--- src/hdl/multitaper_cross_spectrum_combiner_macros.svh ---
// ---------------------------------------------------------------------------
// multitaper_cross_spectrum_combiner_macros.svh
// Assertion helpers used by the combiner controller RTL. Expect clk and rst_n in scope.
// ---------------------------------------------------------------------------
`ifndef MULTITAPER_CROSS_SPECTRUM_COMBINER_MACROS_SVH
`define MULTITAPER_CROSS_SPECTRUM_COMBINER_MACROS_SVH

// same-cycle implication
`define MTCSC_ASSERT_IMPL(name, ante, cons, msg) \
  name: assert property (@(posedge clk) disable iff (!rst_n) (ante) |-> (cons)) \
    else $error(msg);

// next-cycle implication
`define MTCSC_ASSERT_NEXT(name, ante, cons, msg) \
  name: assert property (@(posedge clk) disable iff (!rst_n) (ante) |=> (cons)) \
    else $error(msg);

`endif

--- src/hdl/mtcsc_pkg.sv ---
// ---------------------------------------------------------------------------
// mtcsc_pkg
// Widths, constants and controller/datapath interface types of the combiner.
// ---------------------------------------------------------------------------
`default_nettype none

package mtcsc_pkg;

  localparam int MAX_TAPERS_DEF = 16;
  localparam int COEF_WIDTH_DEF = 16;

  // input fields
  localparam int FIELD_W = 16;
  localparam int EIGEN_W = 16;

  // weights are Q0.16, one extra bit holds unit weight
  localparam int W_W = 17;
  localparam logic [W_W-1:0] UNIT_WEIGHT = 17'h10000;

  // products are brought to Q.30; shift amount is 2*COEF_WIDTH - PR_SCALE
  localparam int PR_W     = 33;
  localparam int PR_SCALE = 32;

  localparam int ACC_W   = 56;
  localparam int WSUM_W  = 24;
  localparam int WSQ_W   = 40;
  localparam int WSUM2_W = 2 * WSUM_W;

  localparam int SPEC_W = 40;
  localparam int DOF_W  = 15;
  localparam logic [SPEC_W-1:0] SPEC_MAX = {1'b0, {(SPEC_W-1){1'b1}}};
  localparam logic [SPEC_W-1:0] SPEC_MIN = {1'b1, {(SPEC_W-1){1'b0}}};
  localparam logic [DOF_W-1:0]  DOF_MAX  = '1;
  localparam int DOF_SHIFT = 9;

  localparam int RATE_W    = 16;
  localparam int RATE_FRAC = 16;
  localparam logic [RATE_W-1:0] RATE_RESET = '1;

  // serial divider; every quotient taken here stays below 2**DIV_Q_W
  localparam int DIV_NUM_W = 58;
  localparam int DIV_DEN_W = 40;
  localparam int DIV_Q_W   = 33;

  localparam int SCALE_PROD_W = DIV_Q_W + RATE_W;
  localparam int SCALE_W      = SCALE_PROD_W + 1 - RATE_FRAC;

  localparam int IN_TDATA_W  = 80;
  localparam int OUT_TDATA_W = 96;
  localparam int OUT_TUSER_W = 2;

  localparam int CFG_ADDR_W = 3;
  localparam int CFG_DATA_W = 32;

  typedef logic reg_idx_t;
  localparam reg_idx_t REG_WEIGHT_MODE = 1'b0;
  localparam reg_idx_t REG_RATE        = 1'b1;

  typedef logic [1:0] sel_t;
  localparam sel_t SEL_RE  = 2'd0;
  localparam sel_t SEL_IM  = 2'd1;
  localparam sel_t SEL_DOF = 2'd2;

  typedef struct packed {
    logic in_load;
    logic mul_en;
    logic acc_en;
    logic res_init;
    logic div_start;
    sel_t div_sel;
    sel_t sel;
    logic scale_en;
    logic part_store;
    logic dof_store;
    logic res_load;
    logic clr;
  } ctrl_cmd_t;

  typedef struct packed {
    logic close;
    logic wsum_zero;
    logic div_busy;
    logic div_done;
    logic out_free;
  } ctrl_sts_t;

endpackage

`default_nettype wire

--- src/hdl/mtcsc_ctrl.sv ---
// ---------------------------------------------------------------------------
// mtcsc_ctrl
// Sequencer: taper intake, then the closing divisions and result hand-off.
// ---------------------------------------------------------------------------
`default_nettype none
`include "multitaper_cross_spectrum_combiner_macros.svh"

module mtcsc_ctrl
  import mtcsc_pkg::*;
(
  input  wire logic      clk,
  input  wire logic      rst_n,
  input  wire logic      in_tvalid,
  output logic           in_tready,
  input  wire ctrl_sts_t sts,
  output ctrl_cmd_t      cmd
);

  localparam logic [3:0] S_IDLE   = 4'd0;
  localparam logic [3:0] S_MUL    = 4'd1;
  localparam logic [3:0] S_ACC    = 4'd2;
  localparam logic [3:0] S_CLOSE  = 4'd3;
  localparam logic [3:0] S_DIV    = 4'd4;
  localparam logic [3:0] S_SCALE  = 4'd5;
  localparam logic [3:0] S_PART   = 4'd6;
  localparam logic [3:0] S_DOFEND = 4'd7;
  localparam logic [3:0] S_OUT    = 4'd8;

  logic [3:0] state_r, state_nxt;
  sel_t       sel_r, sel_nxt;

  always_comb begin
    state_nxt   = state_r;
    sel_nxt     = sel_r;
    cmd         = '0;
    cmd.sel     = sel_r;
    cmd.div_sel = sel_r;
    in_tready   = 1'b0;
    case (state_r)
      S_IDLE: begin
        in_tready = 1'b1;
        if (in_tvalid) begin
          cmd.in_load = 1'b1;
          state_nxt   = S_MUL;
        end
      end
      S_MUL: begin
        cmd.mul_en = 1'b1;
        state_nxt  = S_ACC;
      end
      S_ACC: begin
        cmd.acc_en = 1'b1;
        if (sts.close) begin
          state_nxt = S_CLOSE;
        end else begin
          // take the next taper while this one accumulates
          in_tready = 1'b1;
          if (in_tvalid) begin
            cmd.in_load = 1'b1;
            state_nxt   = S_MUL;
          end else begin
            state_nxt = S_IDLE;
          end
        end
      end
      S_CLOSE: begin
        cmd.res_init = 1'b1;
        if (sts.wsum_zero) begin
          state_nxt = S_OUT;
        end else begin
          cmd.div_start = 1'b1;
          cmd.div_sel   = SEL_RE;
          sel_nxt       = SEL_RE;
          state_nxt     = S_DIV;
        end
      end
      S_DIV: begin
        if (sts.div_done) begin
          state_nxt = (sel_r == SEL_DOF) ? S_DOFEND : S_SCALE;
        end
      end
      S_SCALE: begin
        cmd.scale_en = 1'b1;
        state_nxt    = S_PART;
      end
      S_PART: begin
        cmd.part_store = 1'b1;
        cmd.div_start  = 1'b1;
        sel_nxt        = (sel_r == SEL_RE) ? SEL_IM : SEL_DOF;
        cmd.div_sel    = sel_nxt;
        state_nxt      = S_DIV;
      end
      S_DOFEND: begin
        cmd.dof_store = 1'b1;
        state_nxt     = S_OUT;
      end
      S_OUT: begin
        // hold until the output register can take the result
        if (sts.out_free) begin
          cmd.res_load = 1'b1;
          cmd.clr      = 1'b1;
          state_nxt    = S_IDLE;
        end
      end
      default: begin
        state_nxt = S_IDLE;
      end
    endcase
  end

  always_ff @(posedge clk) begin
    if (!rst_n) begin
      state_r <= S_IDLE;
      sel_r   <= SEL_RE;
    end else begin
      state_r <= state_nxt;
      sel_r   <= sel_nxt;
    end
  end

  `MTCSC_ASSERT_NEXT(a_accept_enters_mul, in_tvalid && in_tready, state_r == S_MUL, "accepted request did not enter multiply")
  `MTCSC_ASSERT_IMPL(a_start_when_free, cmd.div_start, !sts.div_busy, "divider restarted while busy")
  `MTCSC_ASSERT_IMPL(a_done_in_div, sts.div_done, state_r == S_DIV, "divider finished outside wait state")
  `MTCSC_ASSERT_IMPL(a_no_intake_while_div, sts.div_busy, !in_tready, "request taken during closing divide")

endmodule

`default_nettype wire

--- config.mk ---
export PLATFORM = sky130hd
export DESIGN_NAME = mtcsc_ctrl
export DESIGN_NICKNAME = d
export VERILOG_FILES = /design/src/hdl/mtcsc_pkg.sv /design/src/hdl/mtcsc_ctrl.sv
export VERILOG_INCLUDE_DIRS = /design/src /design/src/hdl
export SDC_FILE = /design/constraint.sdc
export NUM_CORES = 1
export LEC_CHECK = 0
export BUFFER_PORTS_ARGS = -buffer_cell sky130_fd_sc_hd__buf_2
export CAP_MARGIN = 5
export CORE_AREA = 2 2 39 41
export DETAILED_ROUTE_END_ITERATION = 8
export DIE_AREA = 0 0 41 43
export SETUP_SLACK_MARGIN = 0.15
export SYNTH_ARGS = -nofsm -noshare
export SYNTH_HDL_FRONTEND = slang
export SYNTH_SLANG_ARGS = --single-unit
--- constraint.sdc ---
create_clock -name clk -period 2 [get_ports clk]
set_input_delay 0.1 -clock clk [delete_from_list [all_inputs] [get_ports clk]]
set_output_delay 0.1 -clock clk [all_outputs]
set_load 0.1 [all_outputs]
* Yosys cells after proc, flatten, opt, wreduce, memory -nomap -nowiden *
Index checks and enable logic that the tools add are counted.

storage, ports and cells
  input port bits = 8
  RAM bits = 0
  word-level logic and storage cells = 46
  output and inout port bits = 15
  register bits = 6
  bits in latches = 0
  memories = 0
  bits in read-only memories = 0

cells by class
  add/subtract/negate cells = 0
  equal/unequal tests = 13
  reductions and logical operators = 5
  div/mod/pow operators = 0
  shifts and indexed selects = 0
  bitwise operators = 0
  mux-type cells = 26
  multipliers = 0
  magnitude comparators = 0

operators with widths
  cell                  number
  $pmux W4 S9           1
  $mux W4               5
  $eq A4 B3 Y1 const B  4
  $mux W1               10
  $mux W2               5
  $eq A4 B2 Y1 const B  2
  $ne A2 B2 Y1 const B  4
  $pmux W3 S2           1
  $eq A4 B1 Y1 const B  1
  $eq A4 B4 Y1 const B  1
  $logic_not A4 Y1      1
  $pmux W1 S2           2
  $pmux W2 S2           1
  $mux W3               1
  $reduce_and A3 Y1     1
  $eq A2 B2 Y1 const B  1
  $logic_not A2 Y1      1
  $reduce_and A2 Y1     1
  $reduce_bool A2 Y1    1

* Logic depth before layout (Yosys ltp) *
  depth in word-level cells = 4
  depth in mapped cells = 5
  gate-level depth less buffers = 4

* Worst setup path after synthesis *
Ideal clock, no wire load.

  path kind = reg2out
  start point = reg state_r[0]
  end point = out cmd[13] in the netlist's numbering
  path slack = -1178 ps
  buffers on the path = 1
  data arrival time = 3078 ps
  stages on the path, launching flop included = 5
  required time = 1900 ps
  cell sequence = dfxtp_1 -> buf_2 -> nor3_1 -> a21boi_1 -> and2_1

RTL lines
  element                 RTL line           RTL
  from (decl)             mtcsc_ctrl.sv:29   logic [3:0] state_r, state_nxt;
  from (signal assigned)  mtcsc_ctrl.sv:116  state_r <= state_nxt;
  to (decl)               mtcsc_ctrl.sv:16   output ctrl_cmd_t cmd

==> key figures <==
Outcome
  – Status: finished clean

Timing
  – Least-Margin Pin Slew: 0.486 ns
  – Pins Over Slew Limit: 0
  – Setup TNS: 0 ns
  – Final min period: 1.80 ns
  – F_max: around 560 MHz
  – Final WS setup: roughly 0.20 ns
  – RSZ-0062 raised after global routing: true
  – Setup Viol. Count Final: 0
  – Crit share post-route: 90.0%
  – Clock Skew: 0.00663 ns
  – Slew headroom: 67.8%
  – WHS: 0.127 ns
  – Final count of hold timing violations: 0

Floorplanning
  – Initial Util: 30.2%
  – Die area: 1760 µm²
  – Core area: about 1400 µm²
  – IO Count: 23
  – Chip width: between 40 and 50 µm
  – Die height: 43 µm
  – Rows: 14

Clock network
  – CTS sink count: 6
  – Worst skew pair latency: 0.25 ns
  – TritonCTS clock tree: built
  – Post-CTS sizing: 1
  – Clock buffer depth: 2
  – Setup bufs post-CTS: 0
  – Root Buffer: clkbuf_4
  – Clock-pin slew on the worst setup and hold paths: about 0.05 ns
  – Cts bufs inserted: 3
  – Hold Buf Count CTS: 0
  – H-tree levels: 1

Synth
  – Post-Synth Simple-Gate Area: 38.6%
  – Synthesized Nets: 61
  – Mapped Cells: 53
  – YS warnings: 0
  – Mean Syn Cell Area: 7.88 µm²
  – Synth unique cells: 26
  – Synth Area in Adders: 0%
  – Xor and xnor area share after synthesis: 0%
  – Synth Flop Type: dfxtp_1
  – EDFF count, synth: 0
  – Largest family of logic cells by synthesized area: simple AND/OR/NAND/NOR gates
  – FFs w/ async S/R, synth: 0%
  – Sequential share of the synthesized area: 28.7%
  – Compound-cell area share of the yosys netlist: 20.4%
  – #FFs+latches synth: 6
  – Multiplexer share of the synthesized area: 0%
  – Synth Cell Area: 418 µm²

Place
  – DP Wirelength: 753 µm
  – Port Buf Inserts: 21
  – Dpl cell area: 604 µm²
  – Dpl cells: 85
  – Setup Slack @ Placement: 0.335 ns
  – Routability cong.: ~0.7

Power and ir drop
  – Tot Pwr: 405 µW
  – Peak supply drop: 0.000467 V
  – Leakage: 0.277 nW
  – Pwr/cell area: about 620 nW/µm²

Worst setup path
  – Critical Path Fanout Max: 10
  – Critical Path End Type: output pin
  – Crit Path Class: flop to output pin
  – WP data arrival: 1.70 ns
  – Worst setup SP type: flop
  – Worst EP required: 1.90 ns

Job
  – MaxCap Viol Count: 0

Global route
  – Initial antenna violation count: 0
  – GRT Util Overall: 13.3%
  – First-pass GRT wire length: 1520 µm
  – Largest net degree at the start of global routing: 12
  – Grt ovf: 0
  – Vias in the first global route: 362

Finish
  – Most frequent cells in the layout: buf_2, nor3_1, nor2_2, clkbuf_4
  – Final instance area: 654 µm²
  – Layout Cells excl Fill: 88
  – Fin util: 47.3%
  – Commonest non-fill, non-tap cell in the layout: buf_2
  – # diodes: 0
  – # nets final: 82
  – P&R area growth vs syn: 56.6%
  – Layout cells sized above 1: 63.9%

Route
  – Via count: between 400 and 500
  – Residual DRC count: 0
  – Routed WL: 974 µm
  – Pre-antenna DRT Iters: 4
  – Wire per inst: 11.1 µm
  – Starting DRT DRC Count: 7
  – Vias per cell: 5.09
  – Post-DRT Antenna Nets: 0

Min path
  – Hold Crit Class: input pin to flop
-- worst max-delay path, cell delays in order (launching register included) --
cell and delay (ns):
dfxtp_1 0.41, or4b_1 0.62, nor2_4 0.14, buf_4 0.29
-- cell type report --
cell class / count / area (µm²)
Tap cell: 16 / 20.0
Sequential cell: 6 / 124
Timing Repair Buffer: 21 / 158
Multi-Input combinational cell: 39 / 315
Clock buffer: 3 / 22.5
Fill cell: 142 / 729
Inverter: 3 / 15.0
-- report_power, final --
group / total, mW / switching (mW) / internal (mW)
clock network: 0.112 / 0.0437 / 0.0679
logic: 0.153 / 0.115 / 0.0386
registers: 0.141 / 0.0151 / 0.126
-- layer usage --
metal / GRT usage (%) / up-vias / routed length (µm)
met3: 7.85 / 0 / 74
met5: 0 / - / 0
met2: 17.8 / 17 / 466
met4: 8.00 / 0 / 0
li1: - / 230 / -
met1: 15.5 / 201 / 434
-- registers in the layout, indices dropped and copies added (netlist names) --
name,flops
sel_r,2
state_r,4
-- kinds of logic after synthesis --
logic type	Yosys count
and+or+nand+nor	29
AOI/OAI and AO/OA	10
buffers and inverters	8
DFF	6
-- final timing paths --
check                     startpoint                      end  slack (ns)  cells past startpoint
max          state_r[0]$_SDFFE_PN0P_                   cmd[0]        0.20                      3
max reg2reg  state_r[2]$_SDFFE_PN0P_  state_r[2]$_SDFFE_PN0P_        0.50                      3
min reg2reg  state_r[3]$_SDFFE_PN0P_  state_r[2]$_SDFFE_PN0P_        0.52                      1
min                           sts[0]  state_r[3]$_SDFFE_PN0P_        0.13                      3
-- cells in the mapped netlist (2+ instances only) --
master	count	area share, %
a211oi_1	2	3.6
a21oi_1	2	2.4
buf_2	2	2.4
buf_6	2	5.4
dfxtp_1	6	29
inv_1	3	2.7
nand2_1	5	4.5
nand2b_1	2	3.0
nor2_1	8	7.2
nor3_1	5	6.0
No activity file was read; power rests on OpenSTA's default activity.
